<file path="src/design/b64d_pkg.sv">
// ----------------------------------------------------------------------------
// b64d_pkg - shared definitions for the base64 stream decoder
// Result kinds, character codes, the result record and the sextet lookup.
// ----------------------------------------------------------------------------
package b64d_pkg;

	localparam int unsigned COUNT_WIDTH_DEF = 16;
	localparam int unsigned MAX_RESULTS     = 3;

	localparam logic [1:0] KIND_DATA = 2'd0;
	localparam logic [1:0] KIND_DONE = 2'd1;
	localparam logic [1:0] KIND_ERR  = 2'd2;

	localparam logic [7:0] CH_NUL = 8'h00;
	localparam logic [7:0] CH_PAD = 8'h3D;

	localparam logic [6:0] NOT_SEXTET = 7'd64;

	typedef struct packed {
		logic [1:0]  kind;
		logic [7:0]  data_byte;
		logic [15:0] byte_count;
		logic        last;
	} result_t;

	// Up to three results produced by one character, entry 0 goes out first.
	typedef struct packed {
		logic [1:0]                      n;
		result_t [MAX_RESULTS-1:0]       ent;
	} bundle_t;

	// Maps a character of the standard alphabet to its 6-bit value.
	// Anything else returns NOT_SEXTET.
	function automatic logic [6:0] sextet_of(input logic [7:0] c);
		logic [7:0] v;
		begin
			v = 8'd64;
			if (c >= 8'h41 && c <= 8'h5A) begin
				v = c - 8'h41;
			end else if (c >= 8'h61 && c <= 8'h7A) begin
				v = c - 8'h47;
			end else if (c >= 8'h30 && c <= 8'h39) begin
				v = c + 8'd4;
			end else if (c == 8'h2B) begin
				v = 8'd62;
			end else if (c == 8'h2F) begin
				v = 8'd63;
			end
			return v[6:0];
		end
	endfunction

endpackage

</file>
<file path="src/design/b64d_core.sv">
// ----------------------------------------------------------------------------
// b64d_core - character register and group decode
// Registers one character, then updates the group state and builds the
// results for that character in a single pass.
// ----------------------------------------------------------------------------
module b64d_core #(
	parameter int unsigned COUNT_WIDTH = b64d_pkg::COUNT_WIDTH_DEF
) (
	input  logic              clk,
	input  logic              arst_n,
	input  logic              s_tvalid,
	output logic              s_tready,
	input  logic [7:0]        s_tdata,
	input  logic              s_tuser,
	input  logic              room,
	output logic              load,
	output b64d_pkg::bundle_t bundle
);
	import b64d_pkg::*;

	logic                   valid_s1;
	logic [7:0]             ch_s1;
	logic                   start_s1;

	logic [1:0]             pos_q;
	logic [23:0]            val_q;
	logic [2:0]             pad_q;
	logic [COUNT_WIDTH-1:0] cnt_q;
	logic                   stopped_q;

	logic [1:0]             pos_e, pos_n;
	logic [23:0]            val_e, val_n;
	logic [23:0]            grp;
	logic [2:0]             pad_e, pad_n, pad_inc;
	logic [COUNT_WIDTH-1:0] cnt_e, cnt_n;
	logic                   stopped_e, stopped_n;
	logic [COUNT_WIDTH-1:0] inc1, inc2, inc3;
	logic [6:0]             sx;
	logic                   is_pad, bad;
	logic [1:0]             nbytes;
	logic                   fire;

	function automatic logic [COUNT_WIDTH-1:0] sat_add(
		input logic [COUNT_WIDTH-1:0] c,
		input logic [1:0]             k
	);
		logic [COUNT_WIDTH+1:0] s;
		begin
			s = {2'b00, c} + (COUNT_WIDTH+2)'(k);
			if (s > {2'b00, {COUNT_WIDTH{1'b1}}}) begin
				return {COUNT_WIDTH{1'b1}};
			end
			return s[COUNT_WIDTH-1:0];
		end
	endfunction

	function automatic logic [15:0] count16(input logic [COUNT_WIDTH-1:0] c);
		logic [COUNT_WIDTH+15:0] e;
		begin
			e = {16'd0, c};
			return e[15:0];
		end
	endfunction

	always_comb begin
		// A start request behaves as if the state had just been reset.
		pos_e     = start_s1 ? 2'd0 : pos_q;
		val_e     = start_s1 ? 24'd0 : val_q;
		pad_e     = start_s1 ? 3'd0 : pad_q;
		cnt_e     = start_s1 ? '0 : cnt_q;
		stopped_e = start_s1 ? 1'b0 : stopped_q;

		pos_n     = pos_e;
		val_n     = val_e;
		pad_n     = pad_e;
		cnt_n     = cnt_e;
		stopped_n = stopped_e;
		grp       = 24'd0;

		sx      = sextet_of(ch_s1);
		is_pad  = (ch_s1 == CH_PAD);
		bad     = (ch_s1 == CH_NUL) || ((sx == NOT_SEXTET) && !is_pad);
		pad_inc = pad_e + 3'd1;
		nbytes  = 2'd0;

		inc1 = sat_add(cnt_e, 2'd1);
		inc2 = sat_add(cnt_e, 2'd2);
		inc3 = sat_add(cnt_e, 2'd3);

		bundle.n = 2'd0;
		bundle.ent[0] = '{kind: KIND_ERR, data_byte: 8'd0,
			byte_count: count16(cnt_e), last: 1'b1};
		bundle.ent[1] = '0;
		bundle.ent[2] = '0;

		if (!stopped_e) begin
			if (bad) begin
				stopped_n = 1'b1;
				bundle.n  = 2'd1;
				bundle.ent[0].kind = (pos_e == 2'd0) ? KIND_DONE : KIND_ERR;
			end else if (is_pad && pad_inc > 3'd2) begin
				pad_n     = pad_inc;
				stopped_n = 1'b1;
				bundle.n  = 2'd1;
			end else if (!is_pad && pad_e != 3'd0) begin
				stopped_n = 1'b1;
				bundle.n  = 2'd1;
			end else begin
				grp   = {val_e[17:0], (is_pad ? 6'd0 : sx[5:0])};
				val_n = grp;
				pad_n = is_pad ? pad_inc : pad_e;
				if (pos_e != 2'd3) begin
					pos_n = pos_e + 2'd1;
				end else begin
					nbytes = 2'(3'd3 - pad_n);
					pos_n  = 2'd0;
					val_n  = 24'd0;
					pad_n  = 3'd0;
					case (nbytes)
						2'd1: cnt_n = inc1;
						2'd2: cnt_n = inc2;
						default: cnt_n = inc3;
					endcase
					bundle.n = nbytes;
					bundle.ent[0] = '{kind: KIND_DATA, data_byte: grp[23:16],
						byte_count: count16(inc1), last: (nbytes == 2'd1)};
					bundle.ent[1] = '{kind: KIND_DATA, data_byte: grp[15:8],
						byte_count: count16(inc2), last: (nbytes == 2'd2)};
					bundle.ent[2] = '{kind: KIND_DATA, data_byte: grp[7:0],
						byte_count: count16(inc3), last: 1'b1};
				end
			end
		end

		fire     = valid_s1 && ((bundle.n == 2'd0) || room);
		load     = fire && (bundle.n != 2'd0);
		s_tready = !valid_s1 || fire;
	end

	always_ff @(posedge clk or negedge arst_n) begin
		if (!arst_n) begin
			valid_s1 <= 1'b0;
		end else if (s_tready) begin
			valid_s1 <= s_tvalid;
		end
	end

	always_ff @(posedge clk) begin
		if (s_tvalid && s_tready) begin
			ch_s1    <= s_tdata;
			start_s1 <= s_tuser;
		end
	end

	always_ff @(posedge clk or negedge arst_n) begin
		if (!arst_n) begin
			pos_q     <= 2'd0;
			val_q     <= 24'd0;
			pad_q     <= 3'd0;
			cnt_q     <= '0;
			stopped_q <= 1'b0;
		end else if (fire) begin
			pos_q     <= pos_n;
			val_q     <= val_n;
			pad_q     <= pad_n;
			cnt_q     <= cnt_n;
			stopped_q <= stopped_n;
		end
	end

endmodule

</file>
<file path="src/design/b64d_out.sv">
// ----------------------------------------------------------------------------
// b64d_out - result register and serializer
// Holds the results of one character and hands them out one beat at a time.
// ----------------------------------------------------------------------------
module b64d_out (
	input  logic              clk,
	input  logic              arst_n,
	input  logic              load,
	input  b64d_pkg::bundle_t bundle,
	output logic              room,
	output logic              m_tvalid,
	input  logic              m_tready,
	output logic [23:0]       m_tdata,  // data_byte [7:0], byte_count [23:8]
	output logic [1:0]        m_tuser,  // kind [1:0]
	output logic              m_tlast
);
	import b64d_pkg::*;

	result_t    ent_q [MAX_RESULTS];
	logic [1:0] cnt_q;
	logic       take;

	assign room     = (cnt_q == 2'd0);
	assign m_tvalid = (cnt_q != 2'd0);
	assign take     = m_tvalid && m_tready;
	assign m_tdata  = {ent_q[0].byte_count, ent_q[0].data_byte};
	assign m_tuser  = ent_q[0].kind;
	assign m_tlast  = ent_q[0].last;

	always_ff @(posedge clk or negedge arst_n) begin
		if (!arst_n) begin
			cnt_q <= 2'd0;
		end else if (load) begin
			cnt_q <= bundle.n;
		end else if (take) begin
			cnt_q <= cnt_q - 2'd1;
		end
	end

	// A new set is loaded only when the register is empty.
	always_ff @(posedge clk) begin
		if (load) begin
			ent_q[0] <= bundle.ent[0];
			ent_q[1] <= bundle.ent[1];
			ent_q[2] <= bundle.ent[2];
		end else if (take) begin
			ent_q[0] <= ent_q[1];
			ent_q[1] <= ent_q[2];
		end
	end

endmodule

</file>
<file path="src/design/base64_stream_decoder.sv">
// ----------------------------------------------------------------------------
// base64_stream_decoder - streaming base64 decoder, standard alphabet
// Decodes one text character per beat into data, finish and error results.
//
//   channel  dir  tdata                         tuser        tlast
//   s_*      in   ch [7:0]                      start_req    -
//   m_*      out  data_byte [7:0],              kind [1:0]   last
//                 byte_count [23:8]
//
// A character is registered and then decoded; one character is taken every
// cycle unless one with results waits. A completed group loads up to three
// results into the output register, which sends one beat per cycle while
// m_tready is high; the group's next characters go on meanwhile. A character
// with results waits only while the output register still holds results of
// an earlier character. Reset clears the decoder state.
// ----------------------------------------------------------------------------
module base64_stream_decoder #(
	parameter int unsigned COUNT_WIDTH = b64d_pkg::COUNT_WIDTH_DEF
) (
	input  logic        clk,
	input  logic        arst_n,
	input  logic        s_tvalid,
	output logic        s_tready,
	input  logic [7:0]  s_tdata,   // ch [7:0]
	input  logic        s_tuser,   // start_req [0]
	output logic        m_tvalid,
	input  logic        m_tready,
	output logic [23:0] m_tdata,   // data_byte [7:0], byte_count [23:8]
	output logic [1:0]  m_tuser,   // kind [1:0]
	output logic        m_tlast
);
	import b64d_pkg::*;

	bundle_t bundle;
	logic    load;
	logic    room;

	b64d_core #(
		.COUNT_WIDTH(COUNT_WIDTH)
	) u_core (
		.clk     (clk),
		.arst_n  (arst_n),
		.s_tvalid(s_tvalid),
		.s_tready(s_tready),
		.s_tdata (s_tdata),
		.s_tuser (s_tuser),
		.room    (room),
		.load    (load),
		.bundle  (bundle)
	);

	b64d_out u_out (
		.clk     (clk),
		.arst_n  (arst_n),
		.load    (load),
		.bundle  (bundle),
		.room    (room),
		.m_tvalid(m_tvalid),
		.m_tready(m_tready),
		.m_tdata (m_tdata),
		.m_tuser (m_tuser),
		.m_tlast (m_tlast)
	);

endmodule
</file>
<file path="config.mk">
export PLATFORM = sky130hd
export DESIGN_NAME = base64_stream_decoder
export DESIGN_NICKNAME = d
export VERILOG_FILES = /design/src/design/b64d_pkg.sv /design/src/design/b64d_core.sv /design/src/design/b64d_out.sv /design/src/design/base64_stream_decoder.sv
export SDC_FILE = /design/constraint.sdc
export NUM_CORES = 1
export LEC_CHECK = 0
export ABC_AREA = 1
export BUFFER_PORTS_ARGS = -buffer_cell sky130_fd_sc_hd__buf_2
export CAP_MARGIN = 10
export CORE_UTILIZATION = 57
export DETAILED_ROUTE_END_ITERATION = 7
export GPL_TIMING_DRIVEN = 0
export PLACE_DENSITY_LB_ADDON = 0.1
export RECOVER_POWER = 50
export SLEW_MARGIN = 0
export SYNTH_ARGS = -nofsm -noshare
export SYNTH_HDL_FRONTEND = slang
export SYNTH_HIERARCHICAL = 1
export SYNTH_SLANG_ARGS = --single-unit
</file>
<file path="constraint.sdc">
create_clock -name clk -period 4.9 [get_ports clk]
set_input_delay 0.49 -clock clk [delete_from_list [all_inputs] [get_ports clk]]
set_output_delay 0.49 -clock clk [all_outputs]
set_load 0.005 [all_outputs]
</file>
==> impl_metrics.tcl, run 1 <==
set metrics [dict create \
    p_clk_share_pct 23.6 \
    drcViolationCount 0 \
    ys_ff_latch 133 \
    fp.dieArea_mm2 0.0182 \
    violations "capacitance limit, slew limit" \
    wl_met2_um 13300 \
    antenna_found_initial 0 \
    path_max_fanout 42 \
    synth-xor-area-share_pct 1.64 \
    setup_violations 0 \
    worst_pin_slew_ns 1.58 \
    comb_power_share_pct 41.2 \
    synthMostInstantiatedCell "nand2_1" \
    utilization_pct 64.2 \
    crit_type "reg2reg" \
    syn_area_mm2 0.0101 \
    cp_common_cell "nand2_1" \
    hp-class "in2reg" \
    avgSynthCellArea_um2 7.01 \
    synth_warnings 6 \
    cp_slowest_cell "edfxtp_1" \
    grt_overflow 0 \
    synth_edf_count 90 \
    drt_iter0_drc 948 \
    drt-met1-wl_um 13900 \
    core-area_mm2 0.0173 \
    place_congestion 1.00 \
    synthTopCellsByCount "nand2_1, nand3_1, inv_1, nor2_1, edfxtp_1" \
    pwr-share-seq_pct 35.2 \
    ys.flop_type "edfxtp_1" \
    cap_violations 1 \
    first_pass_iters 5 \
    p_leak_nw 5.54 \
    grt_usage_pct 34.0 \
    synth_top_area_cell "edfxtp_1" \
    die_w_um 135 \
    synth_compound_area_share_pct 7.42 \
    path_clk_slew_ns 0.07 \
    start_util_pct 58.2 \
    postRouteAntennaNets 0 \
    p_int_mw 3.23 \
    netSwitchingPower_mw 2.26 \
    synthMuxAreaShare_pct 0 \
    vias 9619 \
    area_growth_pct 10.3 \
    drt-wirelength-per-cell_um 17.5 \
    cp.required_ns 5.01 \
    post-route-period-util_pct 90.7 \
    ys_seq_area_share_pct 37.5 \
    fmax_mhz 225 \
    grt_max_degree 44 \
    io_buffers 41 \
    wl_met3_um 2790 \
    hold_viol 0 \
    start_kind "flip-flop" \
    clock_sinks 133 \
    power.density_mw_per_mm2 495 \
    numCtsBuffers 17 \
    cp_top_family "buffers and inverters" \
    n_antenna_cell 0 \
    grt_pass1_vias 8460 \
    cp_cell_sequence "inv_4, buf_12, nand2_1, inv_2, ha_1, xor2_1, o21ai_1, nand2_1, inv_2, a211oi_1, nand2_1, nand2_1, nand2_2, a21boi_4, buf_4, nand2_1, clkinvlp_4, inv_2, buf_4, nand2_2, buf_12" \
    nets 1538 \
    rrSetupSlack_ns 0.45 \
    synthSimpleGateAreaFrac_pct 38.9 \
    status "complete, but fails checks" \
    max-clock-path-buffers 2 \
    finalClockSkew_ns 0.0150 \
    slew_viol_final 26 \
    finish.instance_area_mm2 0.0111 \
    synth_cells 1436 \
    via_per_inst 5.53 \
    min_period_ns 4.45 \
    tns_ns 0 \
    clk_latency_ns 0.43 \
    routed.top_layer "met4" \
    rsz0062_at_grt "no" \
    placed_area_mm2 0.0106 \
    vdd_drop_max_mv 0.300 \
    cp-end-kind "flip-flop" \
    clockRootBuffer "clkbuf_16" \
    synthAdderAreaFrac_pct 2.98 \
    slew_headroom_pct -5.31 \
    synthArstFlopShare_pct 32.3 \
    synth_area_leaders "edfxtp_1, nand2_1, dfrtp_1" \
    synth_top_family_by_area "simple AND/OR/NAND/NOR gates" \
    grt_pass1_wl_um 46500 \
    ys_types 47 \
    p_sw_share_pct 41.2 \
    yosysTopAreaCellShare_pct 26.8 \
    final_layout_size_suffix_gt1_share_pct 14.4 \
    crit_buf_inv 9 \
    rows 48 \
    cts_tree "done" \
    critical-path-max-stage-delay_ns 0.50 \
    wirelength_um 30500 \
    fp.dieH_um 135 \
    critPathArrivalTime_ns 4.56 \
    ioPinCount 42 \
    h-tree-depth 4 \
    postCtsSetupBuffers 0 \
    n_fill_cell 1606 \
    hpwl_um 23400 \
]
## worst reg2reg max path: stages, from the launching register on
cell	delay [ns]
edfxtp_1	0.50
inv_4	0.17
buf_12	0.17
nand2_1	0.12
inv_2	0.09
ha_1	0.16
xor2_1	0.19
o21ai_1	0.09
nand2_1	0.13
inv_2	0.11
a211oi_1	0.18
nand2_1	0.08
nand2_1	0.10
nand2_2	0.11
a21boi_4	0.26
buf_4	0.25
nand2_1	0.16
clkinvlp_4	0.30
inv_2	0.12
buf_4	0.20
nand2_2	0.33
buf_12	0.29
## routing by layer
layer | global-route usage (%) | vias to the layer above
met5 | 0 | -
met4 | 9.36 | 0
met3 | 9.01 | 47
met2 | 50.5 | 429
met1 | 48.9 | 4414
li1 | - | 4729
## cell usage in the layout (no fill, tap or decap), drive strengths merged, types with 5 or more instances in the layout
master      n
dfrtp      43
edfxtp     90
clkinv      5
nand2     565
inv       149
o22ai      12
nand3     157
nor2      131
a21oi      27
buf        79
ha         24
nor3        6
xor2       17
nand4      24
o21ai      85
clkbuf     72
clkinvlp    5
## path summary, 6_finish.rpt
kind | start | to | cells after the start
setup / recovery | u_core/start_s1$_DFFE_PP_ | u_out/ent_q[0][4]$_DFFE_PP_ | 21
hold / removal | s_tuser | u_core/start_s1$_DFFE_PP_ | 1
setup reg to reg | u_core/start_s1$_DFFE_PP_ | u_out/ent_q[0][4]$_DFFE_PP_ | 21
hold reg to reg | u_core/val_q[6]$_DFFE_PN0P_ | u_core/val_q[6]$_DFFE_PN0P_ | 2
max in group asynchronous | arst_n | u_core/val_q[0]$_DFFE_PN0P_ | 2
min in group asynchronous | arst_n | u_core/cnt_q[9]$_DFFE_PN0P_ | 1
## final cells by class
cell class	instances	area [µm²]	area share, %
Timing Repair Buffer	43	225	2.03
Clock buffer	17	425	3.83
Sequential cell	133	3780	34.0
Inverter	144	548	4.93
Buffer	91	582	5.24
Clock inverter	15	166	1.50
Multi-Input combinational cell	1070	5090	45.9
Tap cell	225	282	2.53
Timing Repair inverter	1	5.00	0.0451
## per-stage QoR
| step | setup WS [ns] | cells | hold slack (ns) | power [mW] |
|---|---|---|---|---|
| final | 0.453 | 1739 | 0.226 | 5.50 |
| after global routing | 0.0644 | 1739 | 0.214 | 5.83 |
| after CTS | 0.00372 | 1738 | 0.215 | 5.54 |
| after detailed placement | -0.0641 | 1706 | 0.459 | 4.24 |
| after global placement | -1.04 | 1705 | 0.455 | 4.16 |
| after floorplan | 0.0506 | 1439 | 0.194 | 3.53 |
## cell families after synthesis
kind of cell / count (synthesis)
AO/OA/AOI/OAI: 135
XOR/XNOR: 18
adder cells (fa/ha/maj): 24
buffers and inverters: 236
flip-flops: 133
other: 1
AND/OR/NAND/NOR: 889
## sequential cells by signal, summed over array words and instances, names as in the netlist
register / flops
u_core/ch_s1: 8
u_core/cnt_q: 16
u_core/pad_q: 3
u_core/pos_q: 2
u_core/start_s1: 1
u_core/stopped_q: 1
u_core/val_q: 18
u_core/valid_s1: 1
u_out/cnt_q: 2
u_out/ent_q: 81
## power by group through the flow
stage | clock network [mW] | logic (mW) | registers (mW)
3_5_place_dp | 0 | 2.28 | 1.96
2_1_floorplan | 0 | 1.61 | 1.92
4_1_cts | 1.31 | 2.30 | 1.94
5_1_grt | 1.35 | 2.50 | 1.98
6_report | 1.30 | 2.26 | 1.94
3_3_place_gp | 0 | 2.20 | 1.96
## repair_timing
item / in CTS / in global routing
hold endpoints to repair: 0 / 0
setup endpoints to repair: 42 / 105
gates cloned: 0 / 1
resized for setup: 1 / 0
hold buffers: 0 / 0
Power figures use the tool's default switching activity.
==> inputs of run 2 (changes only) <==
--- a/config.mk
+++ b/config.mk
@@ -8,7 +8,7 @@
 export ABC_AREA = 1
 export BUFFER_PORTS_ARGS = -buffer_cell sky130_fd_sc_hd__buf_2
 export CAP_MARGIN = 10
-export CORE_UTILIZATION = 57
+export CORE_UTILIZATION = 30
 export DETAILED_ROUTE_END_ITERATION = 7
 export GPL_TIMING_DRIVEN = 0
 export PLACE_DENSITY_LB_ADDON = 0.1
==> impl_metrics.tcl, run 2 (synthesis gave the netlist of run 1 again) <==
set metrics [dict create \
    first_pass_iters 5 \
    status "complete, but fails checks" \
    cp_common_cell "nand3_1" \
    grt_pass1_wl_um 52600 \
    numCtsBuffers 17 \
    core-area_mm2 0.0328 \
    vdd_drop_max_mv 0.251 \
    worst_slack_ns 0.412 \
    die_w_um 185 \
    crit_type "reg2reg" \
    postCtsSetupBuffers 0 \
    worst_pin_slew_ns 2.64 \
    layout_common_cells "nand2_1, nand3_1, inv_1, nor2_1, edfxtp_1" \
    ioPinCount 42 \
    io_buffers 41 \
    n_fill_cell 3607 \
    wirelength_um 33800 \
    top_regs "u_out/ent_q x81, u_core/val_q x18, u_core/cnt_q x16" \
    cts_hold_buf 0 \
    rsz0062_at_grt "no" \
    p_leak_nw 5.53 \
    cp-end-kind "flip-flop" \
    path_max_fanout 10 \
    ff_latch_area_mm2 0.00378 \
    layout_commonest_cell "nand2_1" \
    cp_slowest_cell "clkbuf_1" \
    finalPower_mw 5.46 \
    top_register "u_out/ent_q" \
    grt_pass1_vias 8632 \
    place_congestion 0.916 \
    start_util_pct 30.7 \
    h-tree-depth 4 \
    final_layout_size_suffix_gt1_share_pct 13.9 \
    area_growth_pct 12.6 \
    via_per_inst 4.75 \
    hpwl_um 26900 \
    post-route-period-util_pct 91.6 \
    clk_latency_ns 0.44 \
    largest_reg_flops 81 \
    clock_sinks 133 \
    hold_viol 0 \
    postRouteAntennaNets 0 \
    cp_cell_sequence "clkbuf_1, nor2_1, inv_1, ha_1, nand3_1, nand2_1, nand3_1, nor2_1, xor2_1, nor2_1, nand3_2, clkbuf_1, nand3_1, a21oi_1, nand2_1, nand3_1, nand2_1" \
    n_antenna_cell 0 \
    multi_input_area_mm2 0.00510 \
    crit_buf_inv 3 \
    drt-wirelength-per-cell_um 17.3 \
    vias 9289 \
    cts_tree "done" \
    hp-class "in2reg" \
    setup_violations 0 \
    violations "capacitance limit, slew limit" \
    drt_iter0_drc 827 \
    path_clk_slew_ns 0.06 \
    antenna_found_initial 0 \
    max-clock-path-buffers 2 \
    clockRootBuffer "clkbuf_16" \
    drcViolationCount 0 \
    critPathArrivalTime_ns 4.81 \
    fp.dieH_um 185 \
    grt_max_degree 44 \
    start_kind "flip-flop" \
    grt_usage_pct 20.7 \
    slew_headroom_pct -75.8 \
    power.density_mw_per_mm2 482 \
    rows 66 \
    slew_viol_final 44 \
    tns_ns 0 \
    utilization_pct 34.6 \
    dp_slack_ns -0.439 \
    critical-path-max-stage-delay_ns 0.63 \
    min_period_ns 4.49 \
    cp_top_family "simple AND/OR/NAND/NOR gates" \
    fp.dieArea_mm2 0.0343 \
    fmax_mhz 223 \
    cap_violations 1 \
    cp.required_ns 5.22 \
    finalClockSkew_ns 0.0127 \
    grt_overflow 0 \
    nets 1537 \
]
run 2: changes by cell type in the layout (fill, tap and decap cells not counted), moves of 3 or more:
cell and change:
inv_8 -4, buf_2 -3, clkinv_2 +3, clkbuf_4 -3
clkbuf_1 +6, inv_6 -3
run 2: final timing paths:
check,from,slack (ns),cells past startpoint,end
min,s_tdata[6],0.22,1,u_core/ch_s1[6]$_DFFE_PP_
min in group asynchronous,arst_n,0.88,1,u_core/val_q[4]$_DFFE_PN0P_
min reg2reg,u_core/val_q[6]$_DFFE_PN0P_,0.47,2,u_core/val_q[6]$_DFFE_PN0P_
max reg2reg,u_core/start_s1$_DFFE_PP_,0.41,17,u_core/cnt_q[11]$_DFFE_PN0P_
max,u_core/start_s1$_DFFE_PP_,0.41,17,u_core/cnt_q[11]$_DFFE_PN0P_
max in group asynchronous,arst_n,2.52,1,u_core/cnt_q[1]$_DFFE_PN0P_
run 2: final cells by class:
cell class	instances	share of cell area, %
inverter	144	4.83
clock buffer	22	4.29
timing repair inverter	1	0.0441
timing repair buffer	42	1.93
multi-input combinational	1070	45.0
buffer	91	5.08
tap	442	4.88
sequential	133	33.3
clock inverter	10	0.629
run 2: timing repair:
action / 4_1_cts / 5_1_grt
gates resized for setup: 2 / 0
gates cloned: 1 / 0
setup endpoints to repair: 56 / 64
run 2: metal layers:
| layer | track usage [%] | routed length [µm] | up-vias |
|---|---|---|---|
| met1 | 29.4 | 16500 | 4289 |
| met2 | 31.7 | 15000 | 263 |
| met3 | 4.64 | 2050 | 18 |
| li1 | - | - | 4719 |
| met5 | 0 | 0 | - |
| met4 | 4.86 | 330 | 0 |
run 2: power by group:
part	switching, mW	internal [mW]
sequential	0.154	1.77
combinational	1.57	0.737
clock	0.525	0.708
total	2.25	3.22
run 2: through the flow:
stage,std cells,cell area [µm²],hold WS (ns)
detailed placement,1923,10900,0.461
floorplan,1439,10100,0.194
finish,1955,11300,0.220
global placement,1922,10800,0.458
global route,1955,11300,0.194
CTS,1956,11400,0.196
